--- src/rtl/core/tspc_pkg.sv ---
// ----------------------------------------------------------------------------
// tspc_pkg: shared types and constants of the tri-allelic site pair classifier
// Field widths, stream bus widths and the front-to-back job.
// ----------------------------------------------------------------------------
package tspc_pkg;

    localparam int MaxContext  = 15;              // context bases carried per record
    localparam int ChromW      = 10;
    localparam int PosW        = 31;
    localparam int CountW      = 24;
    localparam int LenW        = 4;
    localparam int CtxW        = 3 * MaxContext;  // 3 bits per context base
    localparam int WinW        = 2 * MaxContext;  // 2 bits per window base
    localparam int InDataW     = 144;
    localparam int InUserW     = 3;
    localparam int OutDataW    = 144;
    localparam int QueueDepth  = 2;
    localparam int PtrW        = $clog2(QueueDepth);
    localparam int CntW        = $clog2(QueueDepth + 1);

    localparam logic [LenW-1:0] WindowReset = 4'd5;

    localparam logic [1:0] BASE_A = 2'd0;
    localparam logic [1:0] BASE_C = 2'd1;

    // one classified pair, handed from the front to the back
    typedef struct packed {
        logic [ChromW-1:0] chrom;
        logic [PosW-1:0]   pos;
        logic [WinW-1:0]   window;      // unfolded k-mer, zero above 2*wlen
        logic [LenW-1:0]   wlen;        // window length, never zero
        logic [1:0]        major;
        logic [1:0]        minor;
        logic [1:0]        prev_minor;
        logic [CountW-1:0] count;
        logic [CountW-1:0] prev_count;
    } tspc_job_t;

endpackage

--- src/rtl/core/triallelic_site_pair_classifier.sv ---
// ----------------------------------------------------------------------------
// triallelic_site_pair_classifier: pairs consecutive SNP records at one site
// Front filters and matches records, a two-entry queue decouples it from the
// back, which folds strands and sorts minor counts into result slots.
//
//   channel   direction  payload
//   s_        in         record: tdata 142 bits + 2 pad, tuser 3 flags
//   m_        out        tri-allelic site: tdata 144 bits
//   cfg_      in         window_bases, 4 bits
//
// One record per cycle in while the queue is not full.
// The front decides and updates the held record in the accept cycle, the
// back registers the result. s_tready drops only while the queue is full.
// Reset restores a window of 5 and empties the held record and the queue.
// ----------------------------------------------------------------------------
module triallelic_site_pair_classifier import tspc_pkg::*; (
    input  logic                aclk,
    input  logic                aresetn,
    input  logic                s_tvalid,
    output logic                s_tready,
    // chrom_index, site_position, ref_base, alt_base, allele_count,
    // allele_number, context_length, context_bases, 2 zero bits
    input  logic [InDataW-1:0]  s_tdata,
    // is_single_base, counts_present, context_present
    input  logic [InUserW-1:0]  s_tuser,
    output logic                m_tvalid,
    input  logic                m_tready,
    // chrom_out, position_out, window_out, major_base_out,
    // transition_count, second_count, third_count
    output logic [OutDataW-1:0] m_tdata,
    input  logic                cfg_valid,
    output logic                cfg_ready,
    input  logic [LenW-1:0]     cfg_data
);

    logic [LenW-1:0] window_reg;
    logic            full;
    logic            empty;
    logic            push;
    logic            pop;
    logic            in_accept;
    tspc_job_t       front_job;
    tspc_job_t       back_job;

    assign cfg_ready = 1'b1;
    assign s_tready  = !full;
    assign in_accept = s_tvalid && s_tready;

    // window_bases register
    always_ff @(posedge aclk) begin
        if (!aresetn) begin
            window_reg <= WindowReset;
        end else if (cfg_valid && cfg_ready) begin
            window_reg <= cfg_data;
        end
    end

    tspc_front u_front (
        .aclk         (aclk),
        .aresetn      (aresetn),
        .in_accept    (in_accept),
        .in_data      (s_tdata),
        .in_user      (s_tuser),
        .window_bases (window_reg),
        .push         (push),
        .job          (front_job)
    );

    tspc_queue u_queue (
        .aclk     (aclk),
        .aresetn  (aresetn),
        .push     (push),
        .push_job (front_job),
        .full     (full),
        .pop      (pop),
        .empty    (empty),
        .pop_job  (back_job)
    );

    tspc_back u_back (
        .aclk     (aclk),
        .aresetn  (aresetn),
        .empty    (empty),
        .job      (back_job),
        .pop      (pop),
        .m_tvalid (m_tvalid),
        .m_tready (m_tready),
        .m_tdata  (m_tdata)
    );

endmodule

--- src/rtl/core/tspc_front.sv ---
// ----------------------------------------------------------------------------
// tspc_front: record filter, allele folding and pair matching
// Holds the last usable record, cuts and checks the context window and
// pushes a job for every record that completes a tri-allelic pair.
// ----------------------------------------------------------------------------
module tspc_front import tspc_pkg::*; (
    input  logic                aclk,
    input  logic                aresetn,
    input  logic                in_accept,
    input  logic [InDataW-1:0]  in_data,
    input  logic [InUserW-1:0]  in_user,
    input  logic [LenW-1:0]     window_bases,
    output logic                push,
    output tspc_job_t           job
);

    logic [ChromW-1:0] chrom;
    logic [PosW-1:0]   pos;
    logic [1:0]        ref_base;
    logic [1:0]        alt_base;
    logic [CountW-1:0] ac;
    logic [CountW-1:0] an;
    logic [LenW-1:0]   ctx_len;
    logic [CtxW-1:0]   ctx;

    logic              keep;
    logic              fold;
    logic [CountW-1:0] ac_fold;
    logic [1:0]        major;
    logic [1:0]        minor;
    logic              match;
    logic [LenW-1:0]   w_eff;
    logic              too_short;
    logic [LenW-1:0]   len_diff;
    logic [LenW-2:0]   offset;
    logic [4:0]        shamt;
    logic [CtxW-1:0]   ctx_sh;
    logic [WinW-1:0]   kmer;
    logic              bad_base;
    logic              window_ok;
    logic              load;

    logic              held_valid_reg;
    logic [PosW-1:0]   held_position_reg;
    logic [1:0]        held_major_reg;
    logic [1:0]        held_minor_reg;
    logic [CountW-1:0] held_count_reg;

    assign chrom    = in_data[9:0];
    assign pos      = in_data[40:10];
    assign ref_base = in_data[42:41];
    assign alt_base = in_data[44:43];
    assign ac       = in_data[68:45];
    assign an       = in_data[92:69];
    assign ctx_len  = in_data[96:93];
    assign ctx      = in_data[141:97];

    assign keep = in_user[0] & in_user[1] & in_user[2] & (ac != '0);

    // fold counts above half: the alternate becomes the major allele
    assign fold    = ac > (an >> 1);
    assign ac_fold = fold ? ((an >= ac) ? an - ac : '0) : ac;
    assign major   = fold ? alt_base : ref_base;
    assign minor   = fold ? ref_base : alt_base;

    assign match = held_valid_reg && (held_position_reg == pos) && (held_major_reg == major);

    assign w_eff     = (window_bases == '0) ? LenW'(1) : window_bases;
    assign too_short = ctx_len < w_eff;
    assign len_diff  = ctx_len - w_eff;
    assign offset    = len_diff[LenW-1:1];
    assign shamt     = {1'b0, offset, 1'b0} + {2'b00, offset};
    assign ctx_sh    = ctx >> shamt;

    always_comb begin
        kmer     = '0;
        bad_base = 1'b0;
        for (int i = 0; i < MaxContext; i++) begin
            if (LenW'(i) < w_eff) begin
                kmer[2*i +: 2] = ctx_sh[3*i +: 2];
                bad_base       = bad_base | ctx_sh[3*i + 2];
            end
        end
    end

    assign window_ok = !too_short && !bad_base;
    assign push      = in_accept && keep && match && window_ok;
    // a matched record with an unusable window leaves the held one in place
    assign load      = in_accept && keep && (!match || window_ok);

    always_comb begin
        job.chrom      = chrom;
        job.pos        = pos;
        job.window     = kmer;
        job.wlen       = w_eff;
        job.major      = major;
        job.minor      = minor;
        job.prev_minor = held_minor_reg;
        job.count      = ac_fold;
        job.prev_count = held_count_reg;
    end

    always_ff @(posedge aclk) begin
        if (!aresetn) begin
            held_valid_reg    <= 1'b0;
            held_position_reg <= '0;
            held_major_reg    <= '0;
            held_minor_reg    <= '0;
            held_count_reg    <= '0;
        end else if (load) begin
            held_valid_reg    <= 1'b1;
            held_position_reg <= pos;
            held_major_reg    <= major;
            held_minor_reg    <= minor;
            held_count_reg    <= ac_fold;
        end
    end

endmodule

--- src/rtl/core/tspc_queue.sv ---
// ----------------------------------------------------------------------------
// tspc_queue: short job queue between front and back
// Lets the front keep taking records while the result side stalls.
// ----------------------------------------------------------------------------
module tspc_queue import tspc_pkg::*; (
    input  logic      aclk,
    input  logic      aresetn,
    input  logic      push,
    input  tspc_job_t push_job,
    output logic      full,
    input  logic      pop,
    output logic      empty,
    output tspc_job_t pop_job
);

    tspc_job_t       entry_reg [QueueDepth];
    logic [PtrW-1:0] wr_ptr_reg;
    logic [PtrW-1:0] rd_ptr_reg;
    logic [CntW-1:0] count_reg;
    logic [CntW-1:0] count_next;

    assign full    = count_reg == CntW'(QueueDepth);
    assign empty   = count_reg == '0;
    assign pop_job = entry_reg[rd_ptr_reg];

    always_comb begin
        count_next = count_reg;
        if (push && !pop) begin
            count_next = count_reg + CntW'(1);
        end else if (pop && !push) begin
            count_next = count_reg - CntW'(1);
        end
    end

    always_ff @(posedge aclk) begin
        if (!aresetn) begin
            wr_ptr_reg <= '0;
            rd_ptr_reg <= '0;
            count_reg  <= '0;
        end else begin
            count_reg <= count_next;
            if (push) begin
                wr_ptr_reg <= wr_ptr_reg + PtrW'(1);
            end
            if (pop) begin
                rd_ptr_reg <= rd_ptr_reg + PtrW'(1);
            end
        end
    end

    always_ff @(posedge aclk) begin
        if (push) begin
            entry_reg[wr_ptr_reg] <= push_job;
        end
    end

    a_no_overflow: assert property (@(posedge aclk) disable iff (!aresetn)
        push |-> !full)
        else $error("job pushed into a full queue");

    a_no_underflow: assert property (@(posedge aclk) disable iff (!aresetn)
        pop |-> !empty)
        else $error("job popped from an empty queue");

    a_fill_tracks: assert property (@(posedge aclk) disable iff (!aresetn)
        (count_reg == '0) && (wr_ptr_reg != rd_ptr_reg) |-> 1'b0)
        else $error("empty queue with pointers apart");

    a_count_step: assert property (@(posedge aclk) disable iff (!aresetn)
        push && !pop |=> count_reg == $past(count_reg) + CntW'(1))
        else $error("queue fill count did not advance on push");

endmodule

--- src/rtl/core/tspc_back.sv ---
// ----------------------------------------------------------------------------
// tspc_back: strand folding, window centring and slot sorting
// Takes one job per cycle from the queue into the result register if free.
// ----------------------------------------------------------------------------
module tspc_back import tspc_pkg::*; (
    input  logic                aclk,
    input  logic                aresetn,
    input  logic                empty,
    input  tspc_job_t           job,
    output logic                pop,
    output logic                m_tvalid,
    input  logic                m_tready,
    output logic [OutDataW-1:0] m_tdata
);

    logic              flip;
    logic [1:0]        maj;
    logic [1:0]        minr;
    logic [1:0]        pmin;
    logic [2:0]        cen;
    logic [LenW-1:0]   wm1;
    logic [WinW-1:0]   kmer;
    logic [1:0]        ts;
    logic [1:0]        sec;
    logic [CountW-1:0] c1;
    logic [CountW-1:0] c2;
    logic [CountW-1:0] c3;

    logic                valid_reg;
    logic [OutDataW-1:0] data_reg;

    assign pop = !empty && (!valid_reg || m_tready);

    // majors G and T fold onto the opposite strand
    assign flip = job.major[1];
    assign maj  = flip ? ~job.major : job.major;
    assign minr = flip ? ~job.minor : job.minor;
    assign pmin = flip ? ~job.prev_minor : job.prev_minor;
    assign wm1  = job.wlen - LenW'(1);
    assign cen  = wm1[LenW-1:1];

    always_comb begin
        kmer = '0;
        for (int i = 0; i < MaxContext; i++) begin
            if (LenW'(i) < job.wlen) begin
                kmer[2*i +: 2] = (3'(i) == cen) ? maj
                               : (flip ? ~job.window[2*i +: 2] : job.window[2*i +: 2]);
            end
        end
    end

    assign ts  = {1'b1, maj[0]};
    assign sec = {1'b0, ~maj[0]};

    always_comb begin
        c1 = '0;
        c2 = '0;
        c3 = '0;
        if (minr == ts) begin
            c1 = job.count;
            if (pmin == sec) begin
                c2 = job.prev_count;
            end else begin
                c3 = job.prev_count;
            end
        end else if (pmin == ts) begin
            c1 = job.prev_count;
            if (minr == sec) begin
                c2 = job.count;
            end else begin
                c3 = job.count;
            end
        end else if (minr == sec) begin
            c2 = job.count;
            c3 = job.prev_count;
        end else begin
            c2 = job.prev_count;
            c3 = job.count;
        end
    end

    always_ff @(posedge aclk) begin
        if (!aresetn) begin
            valid_reg <= 1'b0;
        end else if (pop) begin
            valid_reg <= 1'b1;
        end else if (m_tready) begin
            valid_reg <= 1'b0;
        end
    end

    always_ff @(posedge aclk) begin
        if (pop) begin
            data_reg <= {c3, c2, c1, maj[0], kmer, job.pos, job.chrom};
        end
    end

    assign m_tvalid = valid_reg;
    assign m_tdata  = data_reg;

endmodule

--- config.mk ---
export PLATFORM = sky130hd
export DESIGN_NAME = triallelic_site_pair_classifier
export DESIGN_NICKNAME = d
export VERILOG_FILES = /design/src/rtl/core/tspc_pkg.sv /design/src/rtl/core/triallelic_site_pair_classifier.sv /design/src/rtl/core/tspc_front.sv /design/src/rtl/core/tspc_queue.sv /design/src/rtl/core/tspc_back.sv
export SDC_FILE = /design/constraint.sdc
export NUM_CORES = 1
export LEC_CHECK = 0
export BUFFER_PORTS_ARGS = -buffer_cell sky130_fd_sc_hd__buf_2
export CORE_ASPECT_RATIO = 0.75
export CORE_MARGIN = 3
export CORE_UTILIZATION = 56
export DETAILED_ROUTE_END_ITERATION = 8
export GPL_TIMING_DRIVEN = 0
export HOLD_SLACK_MARGIN = 0.12
export PLACE_DENSITY = 0.79
export SLEW_MARGIN = 20
export SYNTH_ARGS = -nofsm -noshare
export SYNTH_HDL_FRONTEND = slang
export SYNTH_HIERARCHICAL = 1
export SYNTH_SLANG_ARGS = --single-unit
--- constraint.sdc ---
create_clock -name aclk -period 12.1 [get_ports aclk]
set_input_delay 0 -clock aclk [delete_from_list [all_inputs] [get_ports aclk]]
set_output_delay 0 -clock aclk [all_outputs]
set_load 0.1 [all_outputs]
# After elaboration in Yosys (flattened, before gate mapping)
# Memory sizes are Yosys's and may differ from the RTL's. A register that Yosys moved wholly into a read port is not among the register bits.
# Index checks and enable logic that the tools add are counted.
[totals]
input_bits = 156
mem_count = 1
ram_bits = 258
ff_bits = 213
[classes]
shifts = 1
n_addsub = 8
n_bitwise = 36
n_mux = 88
n_lt_le_gt_ge = 33
n_reduce_logical = 27
n_eq_ne = 14
[mem_list]
columns = ["memory", "depth", "width", "read_ports", "rd_ports_with_merged_regs", "write_ports", "line_no", "rtl"]
rows = [
  ["u_queue.entry_reg", 2, 129, 1, 1, 1, "tspc_queue.sv:16", "tspc_job_t entry_reg [QueueDepth];"],
]
[ops]
columns = ["operator", "count"]
rows = [
  ["two-way mux 24 bit", 14],
  ["two-way mux 2 bit", 52],
  ["< comparator 4 bit (first input constant)", 14],
  ["right shift 45 x 5 -> 45 bit", 1],
  ["NOT 2 bit", 18],
  ["< comparator 3 x 4 -> 1 bit (first input constant)", 8],
  ["equality test 31 bit", 1],
  [">= comparator 24 bit", 1],
  ["greater-than comparator 24 x 23 -> 1 bit", 1],
  ["nonzero test 24 bit", 1],
  ["subtractor 24 bit", 1],
  ["two-way mux 1 bit", 21],
  ["< comparator 1 x 4 -> 1 bit (first input constant)", 4],
  ["< comparator 2 x 4 -> 1 bit (first input constant)", 4],
  ["bitwise OR 1 bit", 14],
  ["equality test 3 bit (first input constant)", 4],
  ["logical AND 1 bit", 11],
  ["logical NOT 1 bit", 8],
  ["equality test 2 bit", 3],
  ["equality test 2 x 3 -> 1 bit (first input constant)", 2],
  ["adder 4 x 3 -> 5 bit", 1],
  ["equality test 2 x 1 -> 1 bit", 2],
  ["logical NOT 4 bit", 1],
  ["< comparator 4 bit", 1],
  ["14 further kinds", 19],
]

# Logic depth before layout (Yosys ltp)
# Gate-level depths: netlist (run 1).
[logic_depth]
word_depth = 41
ltp_mapped = 25
mapped_depth_nobuf = 21

# Modules after synthesis
# Netlist (run 1), hierarchy kept.
[by_module_without_submodules]
columns = ["module", "n_inst", "area_each_um2", "cells_each"]
rows = [
  ["tspc_queue", 1, 9570.4, 423],
  ["tspc_front", 1, 8679.6, 1149],
  ["tspc_back", 1, 6406.1, 445],
  ["triallelic_site_pair_classifier", 1, 166.4, 17],
]

# Worst setup path before layout (run 1)
# OpenSTA, ideal clock, no wires.
[synth_timing]
path_kind = "reg2reg"
start = "register window_reg[2]"
end = "memory u_queue/entry_reg[0][0] (netlist name) (enable)"
arrival_time_ps = 10233
t_required_ps = 11466
setup_slack_ps = 1233
path_stages_with_launch = 22
setup_ps = 634
cell_sequence = "dfxtp_1 -> or3_1 -> clkbuf_1 -> nand2b_1 -> nand2b_1 -> fa_1 -> xor2_1 -> ha_1 -> inv_1 -> fa_1 -> buf_2 -> nor4b_1 -> or4_1 -> buf_2 -> or2_4 -> buf_6 -> o211ai_1 -> a21oi_2 -> a2111oi_4 -> nand3_1 -> nor3_1 -> nor2b_1"
[synth_lines]
columns = ["element", "line_no", "rtl"]
rows = [
  ["start: declaration", "triallelic_site_pair_classifier.sv:36", "logic [LenW-1:0] window_reg;"],
  ["start signal: assignment", "triallelic_site_pair_classifier.sv:52", "window_reg <= WindowReset;"],
  ["start signal: assignment", "triallelic_site_pair_classifier.sv:54", "window_reg <= cfg_data;"],
  ["end: declaration", "tspc_queue.sv:16", ""],
]

==> results_dict.tcl, run 1 <==
set metrics [dict create \
    antenna_left 0 \
    synth_top_area_cell "edfxtp_1" \
    rows 66 \
    clock-sinks 472 \
    fin_cells 3086 \
    min_period_ns 7.37 \
    clockRootBuffer "clkbuf_16" \
    synth_common_cells "edfxtp_1, nand2_1, mux2_2" \
    grt_pass1_wl_um 105000 \
    largest_reg_flops 258 \
    coreArea_mm2 0.0436 \
    initial_core_util_pct 56.9 \
    cp.arrival_ns 7.63 \
    path_max_fanout 23 \
    async_reset_ff_share_pct 0 \
    dieWidth_um 249 \
    netlist_area_mm2 0.0248 \
    cp-start-kind "flip-flop" \
    setup_viol 0 \
    fmaxAchievable_mhz 136 \
    antenna_found_initial 2 \
    grt_use_total_pct 28.7 \
    synth_fp_nets 2251 \
    fin_area_mm2 0.0297 \
    slowest_delay_ns 0.62 \
    place_ws_ns 4.92 \
    nets 2687 \
    wl_um 69400 \
    boundaryPins 303 \
    num_vias 18600 \
    reg2reg_depth 24 \
    wl_met1_um 30500 \
    ys_ff_latch 472 \
    finClkSkew_ns 0.0179 \
    drtPass1Iterations 6 \
    cts_setup_buffers 0 \
    reg2reg_to "u_queue/entry_reg[0][115]" \
    holdPathStages 4 \
    hold_path_class "in -> reg" \
    hold_end "u_queue/entry_reg[1][77]" \
    final_layout_size_suffix_gt1_share_pct 27.0 \
    max_slew.worst_pin.slew_ns 1.08 \
    dp_hpwl_um 50600 \
    synth.yosys.seq_area_share_pct 54.3 \
    dpl-instance-area_mm2 0.0274 \
    min_from "s_tdata[141]" \
    synth_cell_types 93 \
    synth-edff-count 402 \
    slowest_stage "nor2b_4" \
    grt_max_degree 50 \
    synth_area_per_cell_um2 12.2 \
    avgRoutedWirePerCell_um 22.5 \
    cap_violations 0 \
    synthCells 2034 \
    grt_pass1_vias 18200 \
    p_per_area_mw_per_mm2 249 \
    cts_buffer_depth 3 \
    rsz0062_at_grt "no" \
    end_kind "flip-flop" \
    numCtsBuffers 46 \
    htreeDepth 2 \
    path_class "reg -> reg" \
    rr_startpoint "window_reg[2]" \
    overflow 0 \
    rrSetupSlack_ns 4.73 \
    period_share_pct 60.9 \
    synthTopCellsByArea "edfxtp_1, mux2_2, dfxtp_1, mux2i_1, nand2_1" \
    die_y_um 188 \
    dpl.cell_count 2915 \
    yosysTopAreaCellShare_pct 48.6 \
    cp.required_ns 12.36 \
    maxSlewHeadroom_pct 27.3 \
    path_cells "or3_1 -> clkbuf_1 -> nand2b_1 -> nand2b_1 -> fa_1 -> xor2_1 -> ha_1 -> inv_1 -> fa_1 -> buf_2 -> buf_2 -> clkbuf_1 -> nand2_1 -> nand3_1 -> o21ai_0 -> o211ai_1 -> a21oi_2 -> a2111oi_4 -> nand3_1 -> nor3_1 -> nor2b_4 -> buf_12 -> buf_16 -> buf_16" \
    leakagePower_nw 11.8 \
    run_status "completed" \
    cts_tree "built" \
    routed-wl-met3_um 6000 \
    clkTransAtPathRegs_ns 0.06 \
    areaGrowthSynthToFinish_pct 19.8 \
    drc_errors 0 \
    timing_hold_violations_final 0 \
    die_area_mm2 0.0469 \
    postLayoutSetupSlackWorst_ns 4.73 \
    vdd.ir_drop.worst_uv 294 \
    avgViaCountPerCell 6.03 \
    highest_layer "met4" \
    drtIter0Drc 2103 \
    synth_warnings 6 \
    synth-main-ff-cell "edfxtp_1" \
    portBuffers 288 \
    gp_congestion 0.933 \
    wl_met2_um 31300 \
    synth_most_common_cell "edfxtp_1" \
    clk_latency_ns 0.56 \
    slew_violations 0 \
]
==> cell usage in the layout, fill, tap and decap left out, types with 49 or more instances in the layout <==
cell	count
a21oi_1	73
a22o_1	74
buf_2	310
clkbuf_1	58
dfxtp_1	70
dlygate4sd3_1	85
edfxtp_1	402
ha_1	58
inv_1	74
mux2_2	147
mux2i_1	104
nand2_1	257
nor2_1	72
o21ai_0	49
==> through the flow <==
step,hold WS (ns),util [%],setup TNS [ns],power [W]
finish,0.171,68.2,0,0.00739
floorplan,0.0619,-,0,0.00514
global placement,0.186,61.9,-413.25,0.00588
global route,0.154,68.2,0,0.00765
detailed placement,0.189,62.8,0,0.00592
CTS,0.140,68.2,0,0.00736
==> timing repair <==
action                    in CTS  in global routing
hold endpoints to repair     205                  0
resized for setup              0                  0
hold buffers                  85                  0
==> critical path, delay by kind of cell, from the launching register on <==
family                     cells  cell delay [ns]
DFF                            1             0.37
AOI/OAI and AO/OA              4             1.11
and+or+nand+nor                8             2.24
xor gates and xnor gates       1             0.27
adders and majority gates      3             1.15
buffers and inverters          8             1.91
==> worst max path at each step <==
stage / startpoint / end / slack [ns]
3_3_place_gp: window_reg[2] / u_queue/entry_reg[0][103] / -3.19
5_1_grt: window_reg[2] / u_queue/entry_reg[0][103] / 4.41
6_report: window_reg[2] / u_queue/entry_reg[0][115] / 4.73
4_1_cts: window_reg[2] / u_queue/entry_reg[0][103] / 4.88
2_1_floorplan: window_reg[2] / u_queue/entry_reg[0][0] / 1.23
3_5_place_dp: window_reg[2] / u_queue/entry_reg[0][103] / 4.92
==> kinds of logic after synthesis <==
| family | count (synthesis) | share of synthesized area, % |
|---|---|---|
| buffers and inverters | 237 | 5.50 |
| and+or+nand+nor | 541 | 10.3 |
| muxes | 283 | 13.6 |
| AOI/OAI and AO/OA | 363 | 10.4 |
| adders and majority gates | 61 | 3.17 |
| xor gates and xnor gates | 76 | 2.71 |
| DFF | 472 | 54.3 |
| other | 1 | 0.0151 |
==> where the power goes <==
part	internal [W]	switching [W]
clock	0.000813	0.000605
sequential	0.00214	0.0000708
combinational	0.000980	0.00279
==> per-layer routing <==
layer / vias to the layer above / GRT usage, %
met2: 957 / 44.1
li1: 8472 / -
met1: 9070 / 43.0
met3: 123 / 4.18
met5: - / 0
met4: 0 / 7.40
==> cell type report <==
| cell class | instances | area, um2 |
|---|---|---|
| clock inverter | 29 | 300 |
| inverter | 77 | 289 |
| buffer | 160 | 1080 |
| antenna | 2 | 5.00 |
| clock buffer | 55 | 1180 |
| sequential | 472 | 13500 |
| tap | 578 | 723 |
| multi-input combinational | 1325 | 10000 |
| timing repair buffer | 388 | 2680 |
| fill | 3102 | 13900 |
Note: power is estimated with default switching activity, not from simulation.
==> run 2, diff against run 1 <==
--- a/config.mk
+++ b/config.mk
@@ -8,7 +8,7 @@
 export BUFFER_PORTS_ARGS = -buffer_cell sky130_fd_sc_hd__buf_2
 export CORE_ASPECT_RATIO = 0.75
 export CORE_MARGIN = 3
-export CORE_UTILIZATION = 56
+export CORE_UTILIZATION = 53
 export DETAILED_ROUTE_END_ITERATION = 8
 export GPL_TIMING_DRIVEN = 0
 export HOLD_SLACK_MARGIN = 0.12
==> constraint.sdc (replaced) <==
create_clock -name aclk -period 6.4 [get_ports aclk]
set_input_delay 0 -clock aclk [delete_from_list [all_inputs] [get_ports aclk]]
set_output_delay 0 -clock aclk [all_outputs]
set_load 0.1 [all_outputs]
==> run 2 against run 1 <==
Clock power is 91% higher. Maximum frequency up 19%. Sequential power up 90%. Final cell count up 1.9%. Cell area is 0.46% higher. Count of clock-buffer cells in the layout is 6 higher. Worst hold slack got worse by 0.016 ns. Core utilization down 3.4 points. Largest cell class unchanged. Setup slack got worse by 4.5 ns.
==> results_dict.tcl, run 2 (synthesis gave the netlist of run 1 again) <==
set metrics [dict create \
    power_frac_clock_pct 19.4 \
    path_cells "or3_1 -> clkbuf_2 -> nand2b_2 -> nand2b_1 -> fa_2 -> xor2_2 -> ha_2 -> inv_2 -> fa_2 -> buf_2 -> buf_2 -> mux4_2 -> nand2_1 -> o21a_1 -> o21ai_1 -> nor4_1 -> a31oi_1 -> a2111oi_4 -> nand3_1 -> nor3_4 -> nor2b_4 -> buf_12 -> buf_12" \
    reg2reg_depth 23 \
    timing_hold_violations_final 0 \
    fmaxAchievable_mhz 162 \
    path_max_fanout 26 \
    final_common_cell "edfxtp_1" \
    p_sw_share_pct 46.9 \
    rr_startpoint "window_reg[2]" \
    gp_congestion 0.928 \
    portBuffers 288 \
    holdPathStages 2 \
    cap_violations 0 \
    clock-sinks 472 \
    pwr-share-comb_pct 50.6 \
    die_area_mm2 0.0495 \
    wl_um 69700 \
    path_class "reg -> reg" \
    maxSlewHeadroom_pct 31.6 \
    areaGrowthSynthToFinish_pct 20.3 \
    rows 68 \
    rrSetupSlack_ns 0.22 \
    seq_power_share_pct 30.0 \
    layout_common_cells "edfxtp_1, buf_2, nand2_1" \
    slew_violations 0 \
    hold_path_class "in -> reg" \
    nets 2693 \
    coreArea_mm2 0.0461 \
    numCtsBuffers 46 \
    drtIter0Drc 2104 \
    cts_tree "built" \
    largest_reg_flops 258 \
    p_switching_w 0.00657 \
    drtPass1Iterations 8 \
    dp_hpwl_um 50800 \
    slowest_delay_ns 0.50 \
    clkTransAtPathRegs_ns 0.06 \
    avgRoutedWirePerCell_um 22.2 \
    cts_buffer_depth 3 \
    overflow 0 \
    end_kind "flip-flop" \
    max_slew.worst_pin.slew_ns 1.02 \
    fillerInstances 3506 \
    avgViaCountPerCell 5.92 \
    reg2reg_to "u_queue/entry_reg[0][102]" \
    clk_latency_ns 0.58 \
    antenna_left 0 \
    grt_pass1_vias 18200 \
    postLayoutCoreUtil_pct 64.8 \
    boundaryPins 303 \
    run_status "completed" \
    finClkSkew_ns 0.0239 \
    dieWidth_um 256 \
    num_vias 18600 \
    hold_end "u_queue/entry_reg[0][119]" \
    period_share_pct 96.6 \
    antenna_found_initial 3 \
    clockRootBuffer "clkbuf_16" \
    totalPowerFinal_w 0.0140 \
    die_y_um 193 \
    drc_errors 0 \
    htreeDepth 2 \
    final_layout_size_suffix_gt1_share_pct 28.0 \
    grt_max_degree 53 \
    slowest_stage "fa_2" \
    whs_ns 0.155 \
    initial_core_util_pct 53.8 \
    min_period_ns 6.18 \
    p_int_w 0.00742 \
    grt_pass1_wl_um 106000 \
    cp.arrival_ns 6.45 \
    leakagePower_nw 11.8 \
    vdd.ir_drop.worst_uv 544 \
    setup_viol 0 \
    p_per_area_mw_per_mm2 468 \
    cp.required_ns 6.66 \
    min_from "s_tdata[0]" \
    cp-start-kind "flip-flop" \
    grt_use_total_pct 27.3 \
]
[run 2: how the worst max path moves through the flow]
stage / startpoint / to / slack [ns] / cells after the start
floorplan: window_reg[2] / u_queue/entry_reg[0][0] / -0.30 / 22
global placement: window_reg[2] / u_queue/entry_reg[0][110] / -2.47 / 21
detailed placement: window_reg[2] / u_queue/entry_reg[0][106] / -0.27 / 23
CTS: window_reg[2] / u_queue/entry_reg[0][85] / 0.15 / 23
global route: window_reg[2] / u_queue/entry_reg[0][85] / -0.005 / 23
finish: window_reg[2] / u_queue/entry_reg[0][102] / 0.22 / 23
[run 2: timing repair]
| item | CTS | global route |
|---|---|---|
| setup buffers | 5 | 0 |
| pin swaps | 2 | 0 |
| hold buffers | 87 | 0 |
| setup endpoints to repair | 224 | 190 |
| resized for setup | 4 | 5 |
| gates cloned | 1 | 0 |
| hold endpoints to repair | 214 | 0 |
[run 2: final cells by class]
type / instances / area, um2 / share of cell area [%]
flip-flops and latches: 472 / 13500 / 45.1
repair buffers: 393 / 2630 / 8.81
multi-input cells: 1326 / 10000 / 33.7
diodes: 2 / 5.00 / 0.0168
well taps: 630 / 788 / 2.64
plain buffers: 160 / 1100 / 3.67
inverters: 77 / 289 / 0.968
clock inverters: 24 / 241 / 0.809
clock buffers: 61 / 1290 / 4.31
[run 2: routing by layer]
metal / up-vias / GRT usage (%) / wire length, um
met4: 2 / 6.39 / 1250
li1: 8464 / - / -
met3: 108 / 4.65 / 5860
met1: 9113 / 40.7 / 31200
met5: - / 0 / 10
met2: 923 / 41.9 / 31400
[run 2: critical path, delay by kind of cell (launching register included)]
kind	cells	cell delay [ns]
simple gates	8	1.84
buf+inv	6	1.15
fa+ha+maj	3	1.13
compound gates	4	0.82
flops	1	0.36
mux	1	0.35
xor+xnor	1	0.20
[run 2: power by group through the flow]
stage	logic [W]	clock network [W]	registers [W]
finish	0.00708	0.00271	0.00419
global route	0.00738	0.00287	0.00422
CTS	0.00700	0.00275	0.00419
detailed placement	0.00692	0	0.00425
global placement	0.00669	0	0.00435
floorplan	0.00274	0	0.00693
[run 2: stage by stage]
| stage | setup TNS [ns] | cell area, um2 | worst slack [ns] | instances |
|---|---|---|---|---|
| floorplan | -39.13 | 24900 | -0.302 | 2034 |
| global placement | -563.23 | 27100 | -2.47 | 2952 |
| detailed placement | -32.28 | 27400 | -0.271 | 2965 |
| CTS | 0 | 29900 | 0.155 | 3143 |
| global route | -0.0180 | 29900 | -0.00484 | 3145 |
| finish | 0 | 29900 | 0.216 | 3145 |
==> run 3, diff against run 2 <==
--- a/config.mk
+++ b/config.mk
@@ -8,11 +8,13 @@
 export BUFFER_PORTS_ARGS = -buffer_cell sky130_fd_sc_hd__buf_2
 export CORE_ASPECT_RATIO = 0.75
 export CORE_MARGIN = 3
-export CORE_UTILIZATION = 53
+export CORE_UTILIZATION = 55
+export CTS_BUF_LIST = sky130_fd_sc_hd__clkbuf_8
 export DETAILED_ROUTE_END_ITERATION = 8
 export GPL_TIMING_DRIVEN = 0
 export HOLD_SLACK_MARGIN = 0.12
-export PLACE_DENSITY = 0.79
+export PLACE_DENSITY = 0.81
+export RECOVER_POWER = 100
 export SLEW_MARGIN = 20
 export SYNTH_ARGS = -nofsm -noshare
 export SYNTH_HDL_FRONTEND = slang
==> run 3 against run 2 <==
Non-clock buffer count rose by 29. Critical path type unchanged. Clock skew rose by 0.019 ns. Power fell by 1.5%. Count of clock-buffer cells in the layout rose by 16. Worst hold slack improved by 0.019 ns. Critical path depth rose by 1.
==> results_dict.tcl, run 3 (synthesis gave the netlist of run 1 again) <==
set metrics [dict create \
    run_status "completed" \
    cts_tree "built" \
    coreArea_mm2 0.0439 \
    max_slew.worst_pin.slew_ns 1.19 \
    cp-start-kind "flip-flop" \
    seqCellArea_mm2 0.0135 \
    cp.required_ns 6.74 \
    num_vias 18800 \
    avgViaCountPerCell 5.93 \
    slowest_delay_ns 0.64 \
    min_period_ns 6.20 \
    portBuffers 288 \
    gp_congestion 0.937 \
    multi_input_area_mm2 0.0101 \
    die_y_um 190 \
    htreeDepth 3 \
    path_class "reg -> reg" \
    antenna_left 0 \
    grt_pass1_wl_um 107000 \
    clockRootBuffer "clkbuf_8" \
    initial_core_util_pct 56.5 \
    final_common_cell "edfxtp_1" \
    nets 2750 \
    dpl-instance-area_mm2 0.0274 \
    boundaryPins 303 \
    cp.arrival_ns 6.54 \
    path_max_fanout 24 \
    fillerInstances 3104 \
    layout_common_cells "edfxtp_1, buf_2, nand2_1" \
    path_cells "or3_1 -> clkbuf_2 -> nand2b_2 -> nand2b_1 -> fa_2 -> xor2_2 -> ha_2 -> inv_2 -> fa_2 -> buf_6 -> mux2i_1 -> o21a_1 -> mux2i_1 -> a32o_1 -> nor4_1 -> a31oi_1 -> a2111oi_4 -> buf_4 -> nand3_2 -> nor3_4 -> nor2b_4 -> buf_12 -> buf_16 -> buf_12" \
    hold_path_class "in -> reg" \
    die_area_mm2 0.0477 \
    cts_buffer_depth 3 \
    postLayoutCoreUtil_pct 68.4 \
    clkTransAtPathRegs_ns 0.06 \
    vdd.ir_drop.worst_uv 511 \
    clk_latency_ns 0.65 \
    grt_max_degree 52 \
    grt_use_total_pct 29.2 \
    antenna_found_initial 0 \
    drc_errors 0 \
    numCtsBuffers 73 \
    clock-sinks 472 \
    fin_area_mm2 0.0300 \
    slowest_stage "fa_2" \
    totalNegativeSetupSlack_ns 0 \
    cap_violations 0 \
    wl_um 71200 \
    timing_hold_violations_final 0 \
    end_kind "flip-flop" \
    dp_hpwl_um 51700 \
    finClkSkew_ns 0.0428 \
    totalPowerFinal_w 0.0138 \
    avgRoutedWirePerCell_um 22.5 \
    period_share_pct 96.8 \
    drtPass1Iterations 6 \
    largest_reg_flops 258 \
    maxSlewHeadroom_pct 20.7 \
    rows 66 \
    drtIter0Drc 1609 \
    areaGrowthSynthToFinish_pct 21.0 \
    leakagePower_nw 12.0 \
    setup_viol 0 \
    overflow 0 \
    p_per_area_mw_per_mm2 459 \
    rrSetupSlack_ns 0.20 \
    dieWidth_um 251 \
    grt_pass1_vias 18500 \
    final_layout_size_suffix_gt1_share_pct 26.9 \
    slew_violations 0 \
    fmaxAchievable_mhz 161 \
]
[run 3: changes by cell type in the layout (fill, tap and decap cells not counted), sizes merged, moves of 2 or more]
cell	delta
clkinv	+9
inv	+25
clkbuf	+91
buf	-69
dlygate4sd3	+23
clkinvlp	-2
[run 3: critical path, delay by kind of cell, from the launching register on]
family                   cells  cell delay (ns)
AO/OA/AOI/OAI                4             0.96
XOR/XNOR                     1             0.19
adder cells (fa/ha/maj)      3             1.26
buffers and inverters        7             1.19
flip-flops                   1             0.36
multiplexers                 2             0.43
AND/OR/NAND/NOR              7             1.46
[run 3: layer usage]
layer | global-route usage [%] | routed length, um
met2 | 44.6 | 31800
met5 | 0 | 0
met4 | 7.71 | 1500
met3 | 7.35 | 6300
met1 | 41.9 | 31600
[run 3: cell type report]
type                            instances  area share, %
Antenna cell                            1        0.00833
Buffer                                159           3.61
Clock buffer                           77           3.53
Clock inverter                         55           1.15
Inverter                               77          0.962
Multi-Input combinational cell       1327           33.5
Sequential cell                       472           44.9
Tap cell                              578           2.41
Timing Repair Buffer                  423           9.98
[run 3: final timing paths]
| path | from | end | cells after the start |
|---|---|---|---|
| max reg2reg | window_reg[2] | u_queue/entry_reg[0][109] | 24 |
| max | window_reg[2] | u_queue/entry_reg[0][109] | 24 |
| min reg2reg | u_front/held_minor_reg[0] | u_queue/entry_reg[0][48] | 0 |
| min | s_tdata[104] | u_queue/entry_reg[1][59] | 6 |
[run 3: metrics by stage]
stage / setup slack (ns) / instances / hold WS, ns
3_5_place_dp: -0.614 / 2915 / 0.188
3_3_place_gp: -2.49 / 2900 / 0.187
5_1_grt: -0.0108 / 3168 / 0.188
4_1_cts: 0.000681 / 3163 / 0.129
6_report: 0.204 / 3169 / 0.174
2_1_floorplan: -0.302 / 2034 / 0.0619
[run 3: repair_timing]
item | 4_1_cts | 5_1_grt
cloned | 2 | 2
endpoints found under the setup margin | 245 | 201
setup buffers | 4 | 4
resized for setup | 3 | 11
hold buffers | 110 | 0
pin swaps | 2 | 2
endpoints found under the hold margin | 217 | 0
[run 3: where the power goes]
part	leakage (nW)	internal [W]	total, W	switching (W)
logic	6.88	0.00189	0.00717	0.00529
registers	4.27	0.00404	0.00418	0.000140
clock network	0.803	0.00122	0.00242	0.00119
total	12.0	0.00715	0.0138	0.00662
